===== src/rtl/core/fstpr_pkg.sv =====
// shared types and constants for the first-seen tcp port redirect block
package fstpr_pkg;

    // default sizes and register reset
    localparam int DEF_TABLE_ENTRIES = 16;
    localparam int DEF_QUEUE_COUNT   = 64;
    localparam logic [15:0] DEF_TARGET_PORT = 16'd12343;

    // header constants
    localparam logic [15:0] ETHERTYPE_IPV4 = 16'h0800;
    localparam logic [7:0]  PROTO_TCP      = 8'd6;
    localparam logic [15:0] ETH_HDR_BYTES  = 16'd14;
    localparam logic [15:0] IP_HDR_BYTES   = 16'd20;
    localparam logic [15:0] TCP_HDR_BYTES  = 16'd20;
    localparam logic [15:0] MIN_IP_LEN     = ETH_HDR_BYTES + IP_HDR_BYTES;
    localparam logic [15:0] MIN_TCP_LEN    = ETH_HDR_BYTES + IP_HDR_BYTES + TCP_HDR_BYTES;

    // input request: one parsed frame header
    typedef struct packed {
        logic [15:0] frame_length;
        logic [15:0] ether_type;
        logic [31:0] source_address;
        logic [7:0]  ip_protocol;
        logic [15:0] dest_port;
        logic [7:0]  rx_queue;
    } t_in_req;

    // output request: one verdict
    typedef struct packed {
        logic       verdict;
        logic [5:0] redirect_queue;
        logic       source_known;
    } t_out_req;

    // flags of the lookup probe handed from cell to cell
    typedef struct packed {
        logic hit;
        logic free;
    } t_probe_flags;

    // update command broadcast to all cells
    typedef struct packed {
        logic en;
        logic write;
    } t_cell_cmd;

endpackage


===== src/rtl/core/fstpr_cell.sv =====
// one table entry of the source chain: holds key, valid and age, forwards the probe
module fstpr_cell import fstpr_pkg::*; #(
    parameter int TABLE_ENTRIES = DEF_TABLE_ENTRIES,
    parameter int CELL_IDX      = 0,
    localparam int IW = $clog2(TABLE_ENTRIES),
    localparam int LW = IW + 1
) (
    input  logic         i_clk,
    input  logic         i_rst_n,
    input  logic [31:0]  i_key,
    // probe from the left neighbor
    input  t_probe_flags i_flags,
    input  logic [IW-1:0] i_hit_idx,
    input  logic [IW-1:0] i_hit_age,
    input  logic [IW-1:0] i_free_idx,
    input  logic [IW-1:0] i_best_idx,
    input  logic [IW-1:0] i_best_age,
    // probe to the right neighbor
    output t_probe_flags o_flags,
    output logic [IW-1:0] o_hit_idx,
    output logic [IW-1:0] o_hit_age,
    output logic [IW-1:0] o_free_idx,
    output logic [IW-1:0] o_best_idx,
    output logic [IW-1:0] o_best_age,
    // update command
    input  t_cell_cmd    i_cmd,
    input  logic [IW-1:0] i_cmd_idx,
    input  logic [LW-1:0] i_cmd_limit
);

    logic [31:0]   r_addr;
    logic          r_valid;
    logic [IW-1:0] r_age;

    t_probe_flags  r_flags, n_flags;
    logic [IW-1:0] r_hit_idx, n_hit_idx;
    logic [IW-1:0] r_hit_age, n_hit_age;
    logic [IW-1:0] r_free_idx, n_free_idx;
    logic [IW-1:0] r_best_idx, n_best_idx;
    logic [IW-1:0] r_best_age, n_best_age;

    logic w_match;
    logic w_take;
    logic w_sel;
    logic w_older;

    // local part of the lookup: first hit, first free slot, oldest entry
    always_comb begin
        w_match = r_valid && (r_addr == i_key);
        w_take  = r_valid && (r_age >= i_best_age);

        n_flags.hit  = i_flags.hit | w_match;
        n_flags.free = i_flags.free | !r_valid;

        n_hit_idx  = i_hit_idx;
        n_hit_age  = i_hit_age;
        if (!i_flags.hit && w_match) begin
            n_hit_idx = IW'(CELL_IDX);
            n_hit_age = r_age;
        end

        n_free_idx = i_free_idx;
        if (!i_flags.free && !r_valid) begin
            n_free_idx = IW'(CELL_IDX);
        end

        n_best_idx = i_best_idx;
        n_best_age = i_best_age;
        if (w_take) begin
            n_best_idx = IW'(CELL_IDX);
            n_best_age = r_age;
        end
    end

    // probe stage register
    always_ff @(posedge i_clk) begin
        r_flags    <= n_flags;
        r_hit_idx  <= n_hit_idx;
        r_hit_age  <= n_hit_age;
        r_free_idx <= n_free_idx;
        r_best_idx <= n_best_idx;
        r_best_age <= n_best_age;
    end

    // entry update: selected entry becomes most recent, younger ones age
    assign w_sel   = i_cmd.en && (i_cmd_idx == IW'(CELL_IDX));
    assign w_older = r_valid && ({1'b0, r_age} < i_cmd_limit);

    always_ff @(posedge i_clk) begin
        if (!i_rst_n) begin
            r_valid <= 1'b0;
            r_age   <= '0;
        end else if (w_sel) begin
            r_valid <= 1'b1;
            r_age   <= '0;
        end else if (i_cmd.en && w_older) begin
            r_age <= r_age + IW'(1);
        end
    end

    // stored key, no reset
    always_ff @(posedge i_clk) begin
        if (w_sel && i_cmd.write) begin
            r_addr <= i_key;
        end
    end

    assign o_flags    = r_flags;
    assign o_hit_idx  = r_hit_idx;
    assign o_hit_age  = r_hit_age;
    assign o_free_idx = r_free_idx;
    assign o_best_idx = r_best_idx;
    assign o_best_age = r_best_age;

endmodule


===== src/rtl/core/first_seen_tcp_port_redirect_top.sv =====
// top level: request handshakes, header checks, control and the chain of table cells
//
// One frame header goes in, one verdict comes out. The source table is a row of
// TABLE_ENTRIES cells; a lookup probe walks the row one cell per cycle. An item is
// accepted, its probe crosses the chain, and then every cell applies the LRU update
// at once and the verdict is loaded into the output register; only then is the next
// item accepted. The input side takes a new request while an earlier verdict still
// waits in the output register; a verdict that cannot be loaded holds the block in
// its update cycle. The target_port register is written through the configuration
// channel, which is always ready, and must only be written while the block is idle.
// No clearing pass is needed after reset.
module first_seen_tcp_port_redirect_top import fstpr_pkg::*; #(
    parameter int TABLE_ENTRIES = DEF_TABLE_ENTRIES,
    parameter int QUEUE_COUNT   = DEF_QUEUE_COUNT
) (
    input  logic        i_clk,
    input  logic        i_rst_n,
    // configuration channel
    input  logic        i_cfg_valid,
    output logic        o_cfg_ready,
    input  logic [15:0] i_cfg_data,
    // input requests
    input  logic        i_in_valid,
    output logic        o_in_ready,
    input  t_in_req     i_in_req,
    // output requests
    output logic        o_out_valid,
    input  logic        i_out_ready,
    output t_out_req    o_out_req
);

    localparam int IW = $clog2(TABLE_ENTRIES);
    localparam int LW = IW + 1;

    typedef enum logic [1:0] {
        S_IDLE,
        S_SCAN,
        S_UPD
    } t_state;

    t_state        r_state;
    logic [IW-1:0] r_cnt;
    logic [15:0]   r_target_port;
    logic          r_out_valid;
    t_out_req      r_out_req;

    // captured item
    logic [31:0]   r_key;
    logic          r_qual;
    logic          r_tcp;
    logic          r_fits;
    logic [5:0]    r_queue;

    logic w_in_acc;
    logic w_slot_free;
    logic w_qual;
    logic w_fits;

    // probe chain wires, stage 0 is the empty probe
    t_probe_flags  w_flags    [0:TABLE_ENTRIES];
    logic [IW-1:0] w_hit_idx  [0:TABLE_ENTRIES];
    logic [IW-1:0] w_hit_age  [0:TABLE_ENTRIES];
    logic [IW-1:0] w_free_idx [0:TABLE_ENTRIES];
    logic [IW-1:0] w_best_idx [0:TABLE_ENTRIES];
    logic [IW-1:0] w_best_age [0:TABLE_ENTRIES];

    t_cell_cmd     w_cmd;
    logic [IW-1:0] w_cmd_idx;
    logic [LW-1:0] w_cmd_limit;
    t_out_req      w_result;

    // handshakes
    assign o_cfg_ready = 1'b1;
    assign o_in_ready  = (r_state == S_IDLE);
    assign w_in_acc    = i_in_valid && o_in_ready;
    assign w_slot_free = !r_out_valid || i_out_ready;

    // header checks on the incoming request
    assign w_qual = ({1'b0, i_in_req.rx_queue} < 9'(QUEUE_COUNT))
                 && (i_in_req.frame_length >= ETH_HDR_BYTES)
                 && (i_in_req.ether_type == ETHERTYPE_IPV4)
                 && (i_in_req.frame_length >= MIN_IP_LEN);
    assign w_fits = (i_in_req.frame_length >= MIN_TCP_LEN)
                 && (i_in_req.dest_port == r_target_port);

    // update command and verdict from the probe at the end of the chain
    always_comb begin
        w_cmd.en    = 1'b0;
        w_cmd.write = 1'b0;
        w_cmd_idx   = w_hit_idx[TABLE_ENTRIES];
        w_cmd_limit = {1'b0, w_hit_age[TABLE_ENTRIES]};
        w_result    = '0;
        if (r_qual) begin
            if (w_flags[TABLE_ENTRIES].hit) begin
                w_cmd.en              = 1'b1;
                w_result.source_known = 1'b1;
            end else if (r_tcp) begin
                w_cmd.en    = 1'b1;
                w_cmd.write = 1'b1;
                w_cmd_idx   = w_flags[TABLE_ENTRIES].free ? w_free_idx[TABLE_ENTRIES]
                                                          : w_best_idx[TABLE_ENTRIES];
                w_cmd_limit = LW'(TABLE_ENTRIES);
                if (r_fits) begin
                    w_result.verdict        = 1'b1;
                    w_result.redirect_queue = r_queue;
                end
            end
        end
        if (!((r_state == S_UPD) && w_slot_free)) begin
            w_cmd.en = 1'b0;
        end
    end

    // control state, captured item and output register
    always_ff @(posedge i_clk) begin
        if (!i_rst_n) begin
            r_state       <= S_IDLE;
            r_cnt         <= '0;
            r_out_valid   <= 1'b0;
            r_target_port <= DEF_TARGET_PORT;
        end else begin
            if (i_cfg_valid && o_cfg_ready) begin
                r_target_port <= i_cfg_data;
            end
            if (r_out_valid && i_out_ready) begin
                r_out_valid <= 1'b0;
            end
            unique case (r_state)
                S_IDLE: begin
                    if (w_in_acc) begin
                        r_key   <= i_in_req.source_address;
                        r_qual  <= w_qual;
                        r_tcp   <= (i_in_req.ip_protocol == PROTO_TCP);
                        r_fits  <= w_fits;
                        r_queue <= i_in_req.rx_queue[5:0];
                        r_cnt   <= '0;
                        r_state <= S_SCAN;
                    end
                end
                S_SCAN: begin
                    r_cnt <= r_cnt + IW'(1);
                    if (r_cnt == IW'(TABLE_ENTRIES - 1)) begin
                        r_state <= S_UPD;
                    end
                end
                S_UPD: begin
                    if (w_slot_free) begin
                        r_out_valid <= 1'b1;
                        r_out_req   <= w_result;
                        r_state     <= S_IDLE;
                    end
                end
                default: begin
                    r_state <= S_IDLE;
                end
            endcase
        end
    end

    assign o_out_valid = r_out_valid;
    assign o_out_req   = r_out_req;

    // empty probe entering the chain
    assign w_flags[0]    = '0;
    assign w_hit_idx[0]  = '0;
    assign w_hit_age[0]  = '0;
    assign w_free_idx[0] = '0;
    assign w_best_idx[0] = '0;
    assign w_best_age[0] = '0;

    // row of table cells
    for (genvar g = 0; g < TABLE_ENTRIES; g++) begin : g_cell
        fstpr_cell #(
            .TABLE_ENTRIES (TABLE_ENTRIES),
            .CELL_IDX      (g)
        ) u_cell (
            .i_clk       (i_clk),
            .i_rst_n     (i_rst_n),
            .i_key       (r_key),
            .i_flags     (w_flags[g]),
            .i_hit_idx   (w_hit_idx[g]),
            .i_hit_age   (w_hit_age[g]),
            .i_free_idx  (w_free_idx[g]),
            .i_best_idx  (w_best_idx[g]),
            .i_best_age  (w_best_age[g]),
            .o_flags     (w_flags[g+1]),
            .o_hit_idx   (w_hit_idx[g+1]),
            .o_hit_age   (w_hit_age[g+1]),
            .o_free_idx  (w_free_idx[g+1]),
            .o_best_idx  (w_best_idx[g+1]),
            .o_best_age  (w_best_age[g+1]),
            .i_cmd       (w_cmd),
            .i_cmd_idx   (w_cmd_idx),
            .i_cmd_limit (w_cmd_limit)
        );
    end

`ifndef ASSERT_OFF
    // an accepted request always starts a scan
    a_accept_scan: assert property (@(posedge i_clk) disable iff (!i_rst_n)
        w_in_acc |=> (r_state == S_SCAN))
        else $error("accepted request did not start a scan");

    // a new verdict only follows an update cycle
    a_result_from_upd: assert property (@(posedge i_clk) disable iff (!i_rst_n)
        $rose(o_out_valid) |-> ($past(r_state) == S_UPD))
        else $error("verdict raised outside an update cycle");

    // a redirect never goes to a known source
    a_redirect_unknown: assert property (@(posedge i_clk) disable iff (!i_rst_n)
        o_out_valid |-> !(o_out_req.verdict && o_out_req.source_known))
        else $error("redirect issued for a known source");

    // the table is only updated when the verdict is loaded
    a_cmd_with_result: assert property (@(posedge i_clk) disable iff (!i_rst_n)
        w_cmd.en |=> (o_out_valid && (r_state == S_IDLE)))
        else $error("table update without a loaded verdict");
`endif

endmodule

===== config.mk =====
export PLATFORM = sky130hd
export DESIGN_NAME = first_seen_tcp_port_redirect_top
export DESIGN_NICKNAME = d
export VERILOG_FILES = /design/src/rtl/core/fstpr_pkg.sv /design/src/rtl/core/fstpr_cell.sv /design/src/rtl/core/first_seen_tcp_port_redirect_top.sv
export SDC_FILE = /design/constraint.sdc
export NUM_CORES = 2
export LEC_CHECK = 0
export BUFFER_PORTS_ARGS = -buffer_cell sky130_fd_sc_hd__buf_2
export CAP_MARGIN = 0
export CORE_MARGIN = 5
export CORE_UTILIZATION = 50
export CTS_CLUSTER_DIAMETER = 120
export DETAILED_ROUTE_END_ITERATION = 12
export GPL_TIMING_DRIVEN = 1
export MAX_ROUTING_LAYER = met4
export PLACE_DENSITY = 0.62
export SLEW_MARGIN = 20
export SYNTH_ARGS = -nofsm -noshare
export SYNTH_HDL_FRONTEND = slang
export SYNTH_SLANG_ARGS = --single-unit

===== constraint.sdc =====
create_clock -name i_clk -period 11.9 [get_ports i_clk]
set_clock_uncertainty 0.1 [all_clocks]
set_input_delay 1.19 -clock i_clk [delete_from_list [all_inputs] [get_ports i_clk]]
set_output_delay 1.19 -clock i_clk [all_outputs]
set_load 0.02 [all_outputs]

==> impl_metrics.csv <==
group,metric,value,unit
status,run_status,"completed",
min_path,hp-class,"register to register",
grt,overflow,0,
logic_synthesis,synthArstFlopShare,0,
clocking,h-tree-depth,3,
clocking,buffer_cell_driving_the_clock_tree_root,"sky130_fd_sc_hd__clkbuf_16",
sta,finalMaxSlewViolations,0,
placed_design,io_buffers,125,
sta,whs,0.304,ns
route,route.detailed.wl_per_inst,21.8,µm
clocking,cts_hold_buffers_added,0,
logic_synthesis,synth.top_cells.by_area,"sky130_fd_sc_hd__edfxtp_1 (43%), sky130_fd_sc_hd__dfxtp_1 (21%), sky130_fd_sc_hd__xnor2_1 (8.6%)",
floorplan,floorplan.io_pins,128,
placed_design,dp.cells,4059,
layout,finalNonFillerCells,4243,
layout,stdcell_area,44300,µm²
grt,wire_length_of_the_first_global_routing_pass,140000,µm
grt,grt_max_degree,58,
clocking,clk_transition_reported_paths,0.06,ns
grt,first_global_vias,23400,
layout,fillCellCount,6226,
sta,final_tns_setup,0,ns
logic_synthesis,synth.lib_cells_used.distinct,73,
route,postRouteWirelength,92500,µm
pwr,power.total,6760,µW
floorplan,floorplan.core_area,77500,µm²
critical_path,timing.setup.critical_path_class,"register to register",
route,detail_route.iter0.violations,1647,
route,vias_per_cell,5.41,
placed_design,dp_hpwl,58500,µm
logic_synthesis,synth_area_leader_cell,"sky130_fd_sc_hd__edfxtp_1",
clocking,cts_inserted_buffers,97,
logic_synthesis,synth_edf_count,561,
floorplan,die_w,290,µm
logic_synthesis,primary_flip_flop_cell_chosen_by_synthesis_mapping,"sky130_fd_sc_hd__edfxtp_1",
sta,relSlewSlack,0.290,
route,drtPass1Iterations,5,
layout,area.growth.synth_to_final,13.2,%
critical_path,path_max_fanout,23,
sta,period_needed,4.06,ns
sta,rsz_0062_raised_after_global_routing,"false",
floorplan,die_h,290,µm
route,drcViolationCount,0,
pwr,peakVddDrop,127,µV
clocking,clkSinkCount,967,
route,detailroute.via_count,23000,
logic_synthesis,yosys-top-cells-count,"sky130_fd_sc_hd__edfxtp_1 (561), sky130_fd_sc_hd__dfxtp_1 (406), sky130_fd_sc_hd__xnor2_1 (386)",
logic_synthesis,synth.cell_area,39100,µm²
sta,timing.final.crit_share,0.341,
critical_path,worst_setup_path_end_kind,"register",
sta,hold_viol_final,0,
placed_design,gp_congestion,0.849,
placed_design,placed_area,41100,µm²
grt,initial_antenna_violation_count,0,
logic_synthesis,postSynthCellCount,2930,
route,antenna_left,0,
clocking,cts_resized,0,
clocking,clk_path_buf_depth,3,
logic_synthesis,ys_seq_area_frac,0.638,
pwr,power_per_cell_area,153,nW/µm²
logic_synthesis,synth.most_common_cell,"sky130_fd_sc_hd__edfxtp_1",
grt,track_usage,0.228,
sta,timing_worst_slew_pin_value,1.06,ns
layout,final_net_count,3344,
floorplan,die-area,83900,µm²
sta,finalSetupViolCount,0,
flow_run,max-cap-violations,0,
critical_path,worst_ep_required_time,12.32,ns
layout,share_of_final_layout_standard_cells_stronger_than_drive_strength_1,0.173,
logic_synthesis,warnings_synthesis,0,
critical_path,worst_ep_arrival_time,4.49,ns
floorplan,core.rowCount,102,
clocking,postCtsSetupBuffers,0,
sta,fmax,0.246,GHz
logic_synthesis,synth_nets,3156,
logic_synthesis,synth_top_cell_area_share,0.431,
clocking,clock_insertion_delay_worst_skew,0.65,ns
pwr,p_leak,0.0160,µW
logic_synthesis,synth_area_per_cell,13.4,µm²
floorplan,initial_core_util,0.505,
clocking,tritoncts,"done",
critical_path,timing.critical_path.from_type,"register",
logic_synthesis,ys_ff_latch,967,
-- through the flow --
stage | setup WS, ns | util
global route | 7.79 | 0.572
finish | 7.84 | 0.572
CTS | 7.83 | 0.572
floorplan | 5.89 | -
global placement | 7.94 | 0.530
detailed placement | 7.89 | 0.530
-- state kept, by name, indices dropped and copies added, names as in the netlist, 2 cells and up --
register                  flops
r_target_port                16
r_state                       2
r_queue                       6
r_cnt                         4
g_cell.u_cell.r_age          64
g_cell.u_cell.o_best_idx     49
g_cell.u_cell.o_flags        32
g_cell.u_cell.r_valid        16
g_cell.u_cell.r_addr        512
o_out_req                     8
g_cell.u_cell.o_free_idx     49
r_key                        32
g_cell.u_cell.o_best_age     60
g_cell.u_cell.o_hit_age      64
g_cell.u_cell.o_hit_idx      49
-- logic make-up (layout without fill, tap and decap cells) --
kind of cell / Yosys count / count (layout) / synth area share
buffers and inverters: 212 / 484 / 0.0242
DFF: 967 / 967 / 0.638
xor gates and xnor gates: 508 / 508 / 0.114
muxes: 142 / 142 / 0.0401
AOI/OAI and AO/OA: 221 / 221 / 0.0401
other: 1 / 2 / 0.0000959
adders and majority gates: 109 / 109 / 0.0349
and+or+nand+nor: 770 / 770 / 0.108
-- layout by cell type (no fill, tap or decap), types with 101 or more instances in the layout --
cell and n:
sky130_fd_sc_hd__xor2_1 122, sky130_fd_sc_hd__xnor2_1 386, sky130_fd_sc_hd__nor2b_1 101, sky130_fd_sc_hd__mux2_2 116, sky130_fd_sc_hd__dfxtp_1 406, sky130_fd_sc_hd__inv_1 108
sky130_fd_sc_hd__nor2_1 136, sky130_fd_sc_hd__edfxtp_1 561, sky130_fd_sc_hd__ha_1 109, sky130_fd_sc_hd__buf_2 125
-- power by group --
| part | leakage [µW] | total [µW] | internal [µW] | switching, µW |
|---|---|---|---|---|
| logic | 0.00612 | 184 | 65.7 | 118 |
| registers | 0.00833 | 3540 | 3530 | 5.84 |
| clock network | 0.00159 | 3040 | 1790 | 1250 |
-- final cells by class --
class	count	area, µm²	share of cell area
Antenna cell	1	2.50	0.0000565
Clock buffer	127	2680	0.0606
Clock inverter	56	533	0.0120
Inverter	109	409	0.00924
Multi-Input combinational cell	1751	13300	0.299
Sequential cell	967	25000	0.564
Tap cell	1040	1300	0.0294
Timing Repair Buffer	192	1130	0.0255
-- final timing paths --
path / from / end / slack, ns / cells past startpoint
hold / removal: g_cell[6].u_cell.o_hit_idx[1]$_SDFF_PP1_ / g_cell[7].u_cell.o_hit_idx[1]$_SDFF_PP1_ / 0.30 / 1
setup reg to reg: r_key[14]$_DFFE_PP_ / g_cell[4].u_cell.o_hit_age[2]$_DFF_P_ / 7.84 / 7
hold reg to reg: g_cell[6].u_cell.o_hit_idx[1]$_SDFF_PP1_ / g_cell[7].u_cell.o_hit_idx[1]$_SDFF_PP1_ / 0.30 / 1
setup / recovery: r_key[14]$_DFFE_PP_ / g_cell[4].u_cell.o_hit_age[2]$_DFF_P_ / 7.84 / 7
-- worst max-delay path, stage by stage, from the launching register on --
cell and delay [ns]:
sky130_fd_sc_hd__edfxtp_1 0.71, sky130_fd_sc_hd__buf_4 0.50, sky130_fd_sc_hd__xnor2_1 0.17, sky130_fd_sc_hd__nand4_1 0.11, sky130_fd_sc_hd__nor4_1 0.84, sky130_fd_sc_hd__nand4_1 0.44
sky130_fd_sc_hd__nor2_1 0.62, sky130_fd_sc_hd__mux2_2 0.42
-- metal layers --
layer,up-vias,share of wire,GRT usage
li1,10700,-,-
met1,11500,0.43,0.292
met2,515,0.50,0.383
met3,174,0.047,0.0335
met4,0,0.026,0.0610
met5,-,0,-
(Power assumes the default switching activity.)
